<file path="config.mk">
export PLATFORM = sky130hd
export DESIGN_NAME = decimal_to_q16_16_parser_top
export DESIGN_NICKNAME = d
export VERILOG_FILES = /design/src/hdl/dqp_pkg.sv /design/src/hdl/dqp_ctrl.sv /design/src/hdl/dqp_datapath.sv /design/src/hdl/decimal_to_q16_16_parser_top.sv
export SDC_FILE = /design/constraint.sdc
export NUM_CORES = 1
export LEC_CHECK = 0
export ABC_CLOCK_PERIOD_IN_PS = 6100
export BUFFER_PORTS_ARGS = -buffer_cell sky130_fd_sc_hd__buf_4
export CORE_MARGIN = 4
export CORE_UTILIZATION = 55
export CTS_CLUSTER_SIZE = 12
export DETAILED_ROUTE_END_ITERATION = 12
export GPL_ROUTABILITY_DRIVEN = 0
export PLACE_DENSITY = 0.7
export SLEW_MARGIN = 20
export SYNTH_ARGS = -nofsm -noshare
export SYNTH_HDL_FRONTEND = slang
export SYNTH_SLANG_ARGS = --single-unit
</file>
<file path="constraint.sdc">
create_clock -name aclk -period 6.1 [get_ports aclk]
set_input_delay 0.915 -clock aclk [delete_from_list [all_inputs] [get_ports aclk]]
set_output_delay 0.915 -clock aclk [all_outputs]
set_load 0.01 [all_outputs]
</file>
<file path="src/hdl/dqp_pkg.sv">
// shared types, constants and the power-of-ten table for the parser
// no dependencies
`default_nettype none

package dqp_pkg;

    localparam int unsigned DQP_MAX_FRAC_DIGITS = 9;
    localparam int unsigned DQP_INT_BITS        = 16;
    localparam int unsigned DQP_Q_BITS          = 16;
    localparam int unsigned DQP_FRAC_BITS       = 30;
    localparam int unsigned DQP_CNT_BITS        = $clog2(DQP_Q_BITS);

    typedef struct packed {
        logic char_en;
        logic div_init;
        logic div_step;
        logic load_out;
        logic clear;
    } dqp_cmd_t;

    typedef struct packed {
        logic div_last;
    } dqp_status_t;

    function automatic logic [DQP_FRAC_BITS-1:0] dqp_pow10(input logic [3:0] k);
        logic [DQP_FRAC_BITS-1:0] p;
        unique case (k)
            4'd0:    p = 30'd1;
            4'd1:    p = 30'd10;
            4'd2:    p = 30'd100;
            4'd3:    p = 30'd1000;
            4'd4:    p = 30'd10000;
            4'd5:    p = 30'd100000;
            4'd6:    p = 30'd1000000;
            4'd7:    p = 30'd10000000;
            4'd8:    p = 30'd100000000;
            4'd9:    p = 30'd1000000000;
            default: p = 30'd1;
        endcase
        return p;
    endfunction

endpackage

`default_nettype wire

</file>
<file path="src/hdl/dqp_ctrl.sv">
// controller for the parser: handshakes, divider sequencing, output register valid
// depends on dqp_pkg
`default_nettype none

module dqp_ctrl
    import dqp_pkg::*;
(
    input  wire logic        aclk,
    input  wire logic        aresetn,
    input  wire logic        s_valid,
    input  wire logic        s_last,
    output logic             s_ready,
    output logic             m_valid,
    input  wire logic        m_ready,
    input  wire dqp_status_t status,
    output dqp_cmd_t         cmd
);

    localparam logic [1:0] ST_IDLE = 2'd0;
    localparam logic [1:0] ST_DIV  = 2'd1;
    localparam logic [1:0] ST_LOAD = 2'd2;

    logic [1:0] state_reg, state_next;
    logic       m_valid_reg, m_valid_next;
    logic       accept;
    logic       load_out;

    assign s_ready  = (state_reg == ST_IDLE);
    assign m_valid  = m_valid_reg;
    assign accept   = s_valid && s_ready;
    assign load_out = (state_reg == ST_LOAD) && (!m_valid_reg || m_ready);

    always_comb begin
        cmd.char_en  = accept;
        cmd.div_init = accept && s_last;
        cmd.div_step = (state_reg == ST_DIV);
        cmd.load_out = load_out;
        cmd.clear    = load_out;
    end

    always_comb begin
        state_next = state_reg;
        unique case (state_reg)
            ST_IDLE: begin
                if (accept && s_last) state_next = ST_DIV;
            end
            ST_DIV: begin
                if (status.div_last) state_next = ST_LOAD;
            end
            ST_LOAD: begin
                if (load_out) state_next = ST_IDLE;
            end
            default: state_next = ST_IDLE;
        endcase
    end

    always_comb begin
        priority if (load_out) begin
            m_valid_next = 1'b1;
        end else if (m_ready) begin
            m_valid_next = 1'b0;
        end else begin
            m_valid_next = m_valid_reg;
        end
    end

    always_ff @(posedge aclk) begin
        if (!aresetn) begin
            state_reg   <= ST_IDLE;
            m_valid_reg <= 1'b0;
        end else begin
            state_reg   <= state_next;
            m_valid_reg <= m_valid_next;
        end
    end

endmodule

`default_nettype wire

</file>
<file path="src/hdl/dqp_datapath.sv">
// datapath for the parser: character parsing, restoring divider, output register
// depends on dqp_pkg
`default_nettype none

module dqp_datapath
    import dqp_pkg::*;
#(
    parameter int unsigned MAX_FRAC_DIGITS = DQP_MAX_FRAC_DIGITS
) (
    input  wire logic        aclk,
    input  wire logic        aresetn,
    input  wire dqp_cmd_t    cmd,
    output dqp_status_t      status,
    input  wire logic [7:0]  s_char_code,
    output logic signed [31:0] m_value
);

    localparam logic [1:0] PH_START = 2'd0;
    localparam logic [1:0] PH_INT   = 2'd1;
    localparam logic [1:0] PH_FRAC  = 2'd2;
    localparam logic [1:0] PH_STOP  = 2'd3;

    localparam logic [7:0] CH_MINUS = 8'h2d;
    localparam logic [7:0] CH_POINT = 8'h2e;
    localparam logic [7:0] CH_ZERO  = 8'h30;
    localparam logic [7:0] CH_NINE  = 8'h39;

    logic [1:0]               phase_reg, phase_next;
    logic                     neg_reg, neg_next;
    logic [DQP_INT_BITS-1:0]  int_reg, int_next;
    logic [DQP_FRAC_BITS-1:0] frac_reg, frac_next;
    logic [3:0]               fcnt_reg, fcnt_next;

    logic [DQP_FRAC_BITS-1:0] rem_reg;
    logic [DQP_Q_BITS-1:0]    quo_reg;
    logic [DQP_CNT_BITS-1:0]  cnt_reg;
    logic signed [31:0]       value_reg;

    logic                     is_digit;
    logic [3:0]               digit;
    logic [DQP_INT_BITS-1:0]  int_acc;
    logic [DQP_FRAC_BITS-1:0] frac_acc;
    logic                     frac_room;

    logic [DQP_FRAC_BITS-1:0] divisor;
    logic [DQP_FRAC_BITS:0]   rem_shift;
    logic [DQP_FRAC_BITS:0]   rem_sub;
    logic                     rem_ge;
    logic [DQP_FRAC_BITS-1:0] rem_step;
    logic [31:0]              mag;

    assign is_digit  = (s_char_code >= CH_ZERO) && (s_char_code <= CH_NINE);
    assign digit     = s_char_code[3:0];
    assign int_acc   = DQP_INT_BITS'(int_reg * DQP_INT_BITS'(10))
                       + DQP_INT_BITS'(digit);
    assign frac_acc  = DQP_FRAC_BITS'(frac_reg * DQP_FRAC_BITS'(10))
                       + DQP_FRAC_BITS'(digit);
    assign frac_room = fcnt_reg < 4'(MAX_FRAC_DIGITS);

    always_comb begin
        phase_next = phase_reg;
        neg_next   = neg_reg;
        int_next   = int_reg;
        frac_next  = frac_reg;
        fcnt_next  = fcnt_reg;
        unique case (phase_reg)
            PH_START: begin
                priority if (s_char_code == CH_MINUS) begin
                    neg_next   = 1'b1;
                    phase_next = PH_INT;
                end else if (is_digit) begin
                    int_next   = int_acc;
                    phase_next = PH_INT;
                end else if (s_char_code == CH_POINT) begin
                    phase_next = PH_FRAC;
                end else begin
                    phase_next = PH_STOP;
                end
            end
            PH_INT: begin
                priority if (is_digit) begin
                    int_next   = int_acc;
                end else if (s_char_code == CH_POINT) begin
                    phase_next = PH_FRAC;
                end else begin
                    phase_next = PH_STOP;
                end
            end
            PH_FRAC: begin
                if (is_digit) begin
                    if (frac_room) begin
                        frac_next = frac_acc;
                        fcnt_next = fcnt_reg + 4'd1;
                    end
                end else begin
                    phase_next = PH_STOP;
                end
            end
            default: begin
            end
        endcase
    end

    // one quotient bit per step, remainder always below the divisor
    assign divisor   = dqp_pow10(fcnt_reg);
    assign rem_shift = {rem_reg, 1'b0};
    assign rem_sub   = rem_shift - {1'b0, divisor};
    assign rem_ge    = rem_shift >= {1'b0, divisor};
    assign rem_step  = rem_ge ? rem_sub[DQP_FRAC_BITS-1:0] : rem_shift[DQP_FRAC_BITS-1:0];

    assign status.div_last = (cnt_reg == DQP_CNT_BITS'(DQP_Q_BITS - 1));

    assign mag     = {int_reg, quo_reg};
    assign m_value = value_reg;

    always_ff @(posedge aclk) begin
        if (!aresetn) begin
            phase_reg <= PH_START;
            neg_reg   <= 1'b0;
            int_reg   <= '0;
            frac_reg  <= '0;
            fcnt_reg  <= '0;
            cnt_reg   <= '0;
        end else begin
            if (cmd.clear) begin
                phase_reg <= PH_START;
                neg_reg   <= 1'b0;
                int_reg   <= '0;
                frac_reg  <= '0;
                fcnt_reg  <= '0;
            end else if (cmd.char_en) begin
                phase_reg <= phase_next;
                neg_reg   <= neg_next;
                int_reg   <= int_next;
                frac_reg  <= frac_next;
                fcnt_reg  <= fcnt_next;
            end
            if (cmd.div_init) begin
                cnt_reg <= '0;
            end else if (cmd.div_step) begin
                cnt_reg <= cnt_reg + DQP_CNT_BITS'(1);
            end
        end
    end

    always_ff @(posedge aclk) begin
        if (cmd.div_init) begin
            rem_reg <= frac_next;
            quo_reg <= '0;
        end else if (cmd.div_step) begin
            rem_reg <= rem_step;
            quo_reg <= {quo_reg[DQP_Q_BITS-2:0], rem_ge};
        end
        if (cmd.load_out) begin
            value_reg <= signed'(neg_reg ? (32'd0 - mag) : mag);
        end
    end

endmodule

`default_nettype wire

</file>
<file path="src/hdl/decimal_to_q16_16_parser_top.sv">
// Decimal literal to Q16.16 parser. Each accepted input word is one ASCII character of
// a literal (optional minus, integer digits, one point, fraction digits). The word marked
// last then starts a 16-step restoring divide of the fraction by its power of ten, one
// quotient bit per cycle, followed by a load of the output register. s_ready therefore
// stays low from the last character until that load, and longer while the load waits
// because the previous result word still waits in the output register. The
// result word waits in its output register while the next literal streams in.
// Depends on dqp_pkg, dqp_ctrl and dqp_datapath.
`default_nettype none

module decimal_to_q16_16_parser_top
    import dqp_pkg::*;
#(
    parameter int unsigned MAX_FRAC_DIGITS = DQP_MAX_FRAC_DIGITS
) (
    input  wire logic              aclk,
    input  wire logic              aresetn,
    input  wire logic              s_valid,
    output logic                   s_ready,
    input  wire logic [7:0]        s_char_code,
    input  wire logic              s_last,
    output logic                   m_valid,
    input  wire logic              m_ready,
    output logic signed [31:0]     m_value
);

    dqp_cmd_t    cmd;
    dqp_status_t status;

    dqp_ctrl u_ctrl (
        .aclk    (aclk),
        .aresetn (aresetn),
        .s_valid (s_valid),
        .s_last  (s_last),
        .s_ready (s_ready),
        .m_valid (m_valid),
        .m_ready (m_ready),
        .status  (status),
        .cmd     (cmd)
    );

    dqp_datapath #(
        .MAX_FRAC_DIGITS (MAX_FRAC_DIGITS)
    ) u_datapath (
        .aclk        (aclk),
        .aresetn     (aresetn),
        .cmd         (cmd),
        .status      (status),
        .s_char_code (s_char_code),
        .m_value     (m_value)
    );

endmodule

`default_nettype wire

</file>
# Word level (Yosys, flattened, before mapping)
# Memory sizes are Yosys's and may differ from the RTL's. A register that Yosys moved wholly into a read port is not among the register bits.
# Index checks and enable logic that the tools add are counted.
[totals]
memories = 1
wordCells = 81
regBits = 138
mem_bits_ro = 480
input_bits = 13
[classes]
eq_ne = 13
mul = 2
order_cmp = 4
n_mux = 24
reduce_logical = 19
bitwise_logic = 1
n_addsub = 6
[memory_table]
columns = ["name", "depth", "word_bits", "rd", "rd_clocked_by_memory_dff", "wr", "line", "text"]
rows = [
  ["(no name shown)", 16, 30, 1, 1, 0, "dqp_pkg.sv:27", "unique case (k)"],
]
[ops]
columns = ["op", "n"]
rows = [
  ["$mux W30", 6],
  ["$mux W16", 2],
  ["$mux W32", 1],
  ["$pmux W16 S2", 1],
  ["$sub A1 B32 Y32 const A", 1],
  ["$ge A31 B30 Y1", 1],
  ["$add A30 B4 Y30", 1],
  ["$mul A30 B3 Y29 const B", 1],
  ["$sub A30 B30 Y30", 1],
  ["$add A16 B4 Y16", 1],
  ["$eq A8 B6 Y1 const B", 2],
  ["$mul A16 B3 Y15 const B", 1],
  ["$mux W2", 7],
  ["$pmux W2 S3", 2],
  ["$reduce_and A3 Y1", 3],
  ["$add A4 B1 Y4 const B", 2],
  ["$ge A8 B6 Y1 const B", 1],
  ["$le A8 B6 Y1 const B", 1],
  ["$mux W4", 2],
  ["$ne A2 B2 Y1 const B", 4],
  ["$reduce_and A4 Y1", 2],
  ["$reduce_bool A2 Y1", 3],
  ["$eq A2 B1 Y1 const B", 2],
  ["$eq A2 B2 Y1 const B", 2],
  ["11 further kinds", 19],
]

# Logic depth before layout (Yosys ltp)
[logic_depth]
depth_word = 6
depth_mapped = 16
mapped_depth_nobuf = 14

# By module
# A second synthesis with hierarchy kept.
[hier_totals]
hier_cells = 1405
area_unflattened_um2 = 12042.8
[by_module_without_submodules]
columns = ["mod", "seq_area_each_um2", "cells_each", "instances", "area_per_inst_um2"]
rows = [
  ["dqp_datapath", 3783.6, 1384, 1, 11857.6],
  ["dqp_ctrl", 60.1, 21, 1, 185.2],
]

# Worst setup path after synthesis
# Ideal clock, no wire load.
[synth_timing]
kind = "reg-to-reg"
from = "register u_datapath.frac_reg[1]"
to = "register u_datapath.rem_reg[28], data pin"
arrival_time_ps = 3686
path_buffers = 1
required_time_ps = 5910
path_slack_ps = 2224
path_stages_with_launch = 16
path_cell_list = "dfxtp_1 > ha_1 > ha_1 > inv_1 > fa_1 > nand2b_1 > a21o_1 > a211oi_2 > o2111ai_1 > o221a_2 > a2111oi_4 > and4_1 > buf_4 > nand3b_1 > xnor2_1 > a2111oi_2"
[synth_between]
elab_chain_len = 6
[synth_rtl]
columns = ["item", "line", "text"]
rows = [
  ["from (decl)", "dqp_datapath.sv:31", "logic [DQP_FRAC_BITS-1:0] frac_reg, frac_next;"],
  ["from (signal assigned)", "dqp_datapath.sv:135", "frac_reg <= frac_next;"],
  ["$mul A30 B3 Y29", "dqp_datapath.sv:56", "assign frac_acc = DQP_FRAC_BITS'(frac_reg * DQP_FRAC_BITS'(10))"],
  ["$add A30 B4 Y30", "dqp_datapath.sv:57", "+ DQP_FRAC_BITS'(digit);"],
  ["$mux W30", "dqp_datapath.sv:91", "if (frac_room) begin"],
  ["$mux W30", "dqp_datapath.sv:90", "if (is_digit) begin"],
  ["$mux W30", "dqp_datapath.sv:66", "unique case (phase_reg)"],
  ["$mux W30", "dqp_datapath.sv:147", "if (cmd.div_init) begin"],
  ["to (signal assigned)", "dqp_datapath.sv:148", "rem_reg <= frac_next;"],
  ["to (signal assigned)", "dqp_datapath.sv:151", "rem_reg <= rem_step;"],
  ["to (decl)", "dqp_datapath.sv:34", "logic [DQP_FRAC_BITS-1:0] rem_reg;"],
]
# Every way passes these cells.
# A chain may end at the register's enable or synchronous reset.

# Final worst setup path
# Ends and elaborated chain as after synthesis.

==> flow_metrics.env <==
export IMPL_cts_hold_buf=0
export IMPL_grt_ovfl_total=0
export IMPL_dp_hpwl_um=21000
export IMPL_slew_headroom=0.308
export IMPL_status="completed"
export IMPL_first_pass_iters=5
export IMPL_cts_tree="built"
export IMPL_rsz0062_at_grt="false"
export IMPL_yosysTopAreaCellShare=0.166
export IMPL_hold_violations=0
export IMPL_period_share=0.702
export IMPL_drv_cap=0
export IMPL_yosysMostFrequentCell="nand2_1"
export IMPL_hold_slack_ps=481
export IMPL_numClockSinks=161
export IMPL_min_delay_start="u_datapath.cnt_reg[1]"
export IMPL_multi_input_area_mm2=0.00761
export IMPL_max_stage_delay_ps=490
export IMPL_min_period_ps=4280
export IMPL_grt_pass1_wl_um=46200
export IMPL_hold_depth=2
export IMPL_clkTransAtPathRegs_ps=70
export IMPL_synthArstFlopShare=0
export IMPL_fmax_ghz=0.234
export IMPL_root_buffer="clkbuf_16"
export IMPL_clk_latency_ps=430
export IMPL_slew_violations=0
export IMPL_routedWlPerCell_um=16.4
export IMPL_nets=1552
export IMPL_syn_area_mm2=0.0119
export IMPL_cp_top_family="compound AO/OA/AOI/OAI gates"
export IMPL_min_to="u_datapath.cnt_reg[1]"
export IMPL_timing_rr_start="u_datapath.frac_reg[1]"
export IMPL_post_cts_setup_buffers=0
export IMPL_yosysSeqAreaShare=0.322
export IMPL_yosysWarnings=0
export IMPL_r2r_end="u_datapath.rem_reg[28]"
export IMPL_dieHeight_um=155
export IMPL_rows=53
export IMPL_die_area_mm2=0.0241
export IMPL_finalClockSkew_ps=10.1
export IMPL_min_path_type="reg -> reg"
export IMPL_synth_distinct_cells=80
export IMPL_clk_path_buf_depth=2
export IMPL_synth_net_count=1536
export IMPL_cts_resized=0
export IMPL_ff2ff_path_depth=14
export IMPL_fin_cells=1700
export IMPL_design_area_mm2=0.0130
export IMPL_largest_reg_flops=32
export IMPL_drc=0
export IMPL_die_width_um=155
export IMPL_worstMarginPinSlew_ps=1040
export IMPL_yosys_area_top_type="dfxtp_1"
export IMPL_drive_above_1_share=0.0828
export IMPL_drt_iter0_markers=742
export IMPL_initial_core_util=0.564
export IMPL_postSynthAreaPerCell_um2=8.55
export IMPL_io_pins=47
export IMPL_syn_inst=1396
export IMPL_wirelength_um=27900
export IMPL_regToRegSetupSlack_ps=1820
export IMPL_n_antenna_cell=0
export IMPL_synth_edff_count=62
export IMPL_vias=10100
export IMPL_crit_fanout=6
export IMPL_ys_ff_latch=161
export IMPL_cp_required_ps=6340
export IMPL_end_kind="register"
export IMPL_power_leakage_uw=0.00528
export IMPL_first_global_vias=9224
export IMPL_cp_slowest_cell="a2111oi_4"
export IMPL_antenna_found_initial=0
export IMPL_arrival_ps=4520
export IMPL_path_class="reg -> reg"
export IMPL_crit_top_cell="ha_1"
export IMPL_vias_per_cell=5.96
export IMPL_setup_viol=0
export IMPL_cts_buffers_inserted=17
export IMPL_grt_max_degree=53
export IMPL_synthFlopType="dfxtp_1"
export IMPL_ant_nets=0
export IMPL_register_area_mm2=0.00384
export IMPL_place_area_mm2=0.0125
export IMPL_worst_path_buf_inv=1
export IMPL_setup_tns_ps=0
export IMPL_path_cells="ha_1 -> ha_1 -> inv_1 -> fa_1 -> nand2b_1 -> a21o_1 -> a211oi_2 -> o2111ai_1 -> o221a_2 -> a2111oi_4 -> and4_1 -> nand3b_1 -> xnor2_1 -> a2111oi_2"
export IMPL_netlist_top_cells_count="nand2_1, nor2_1, ha_1, dfxtp_1, a21oi_1"
export IMPL_fillers=1793
export IMPL_grt_usage=0.230
export IMPL_pwr_density_cell_mw_per_mm2=222
export IMPL_core_area_mm2=0.0212
export IMPL_crit_path_start_kind="register"
export IMPL_synth_area_leaders="dfxtp_1, edfxtp_1, ha_1, xnor2_1, nand2_1"
export IMPL_area_delta_synth_final_pct=9.31
export IMPL_dp_cells=1668
export IMPL_ir_worst_vdd_v=0.000190
export IMPL_portBuffers=46
export IMPL_htreeDepth=4
final cells by class:
type | count | share of cell area
repair buffers | 55 | 0.0317
clock buffers | 18 | 0.0329
well taps | 275 | 0.0264
flip-flops and latches | 161 | 0.295
multi-input cells | 1109 | 0.584
inverters | 68 | 0.0196
clock inverters | 14 | 0.0111
layout by cell type, fill, tap and decap left out, types with 8 or more instances in the layout:
cell type | synthesis | layout
dfxtp_1 | 99 | 99
nand3_1 | 37 | 37
nor3_1 | 32 | 32
or4_1 | 10 | 10
clkbuf_16 | 0 | 17
nor2_1 | 128 | 128
edfxtp_1 | 62 | 62
buf_4 | 1 | 55
a21boi_0 | 10 | 10
nor2b_1 | 9 | 8
xor2_1 | 34 | 34
nand4_1 | 11 | 11
nand2_1 | 145 | 143
a211oi_1 | 59 | 59
mux2i_1 | 9 | 9
xnor2_1 | 84 | 84
and3_1 | 13 | 13
o31ai_1 | 16 | 16
o21ai_0 | 85 | 85
a21o_1 | 30 | 30
o211ai_1 | 9 | 9
a31oi_1 | 11 | 11
nor3b_1 | 10 | 10
inv_1 | 68 | 67
nand2b_1 | 16 | 16
a21oi_1 | 93 | 93
ha_1 | 122 | 122
power breakdown:
group | internal, µW | total (µW) | switching (µW)
Clock | 541 | 1030 | 486
Combinational | 262 | 646 | 384
Sequential | 1190 | 1220 | 38.8
worst max-delay path by stage:
stage | from | to | slack [ps] | cells past startpoint
2_1_floorplan | u_datapath.frac_reg[1] | u_datapath.rem_reg[28] | 2220 | 15
3_3_place_gp | u_datapath.frac_reg[1] | u_datapath.rem_reg[28] | 1960 | 14
3_5_place_dp | u_datapath.frac_reg[1] | u_datapath.rem_reg[28] | 1860 | 14
4_1_cts | u_datapath.frac_reg[1] | u_datapath.rem_reg[28] | 1840 | 14
5_1_grt | u_datapath.frac_reg[1] | u_datapath.rem_reg[28] | 1550 | 14
6_report | u_datapath.frac_reg[1] | u_datapath.rem_reg[28] | 1820 | 14
metal layers:
metal | up-vias | track usage | routed length (µm)
li1 | 5138 | - | -
met1 | 4699 | 0.356 | 14000
met2 | 274 | 0.343 | 11900
met3 | 25 | 0.0306 | 1670
met4 | 0 | 0.0475 | 264
met5 | - | 0 | 0
stage by stage:
step	utilization	setup WS, ps	total power (µW)
2_1_floorplan	-	2220	1730
3_3_place_gp	0.589	1960	1870
3_5_place_dp	0.589	1860	1880
4_1_cts	0.616	1840	2900
5_1_grt	0.617	1550	3040
6_report	0.617	1820	2900
worst reg2reg max path, cell delays in order, from the launching register on:
cell and delay [ps]:
dfxtp_1 350, ha_1 290, ha_1 170, inv_1 60
fa_1 410, nand2b_1 200, a21o_1 190, a211oi_2 350
o2111ai_1 160, o221a_2 350, a2111oi_4 490, and4_1 390
nand3b_1 120, xnor2_1 180, a2111oi_2 370
cell families after synthesis:
family	Yosys count	share of synthesized area
flops	161	0.322
fa+ha+maj	127	0.136
simple gates	460	0.186
mux	9	0.00755
compound gates	395	0.220
xor+xnor	118	0.0866
buf+inv	126	0.0409
Power figures use the tool's default switching activity.
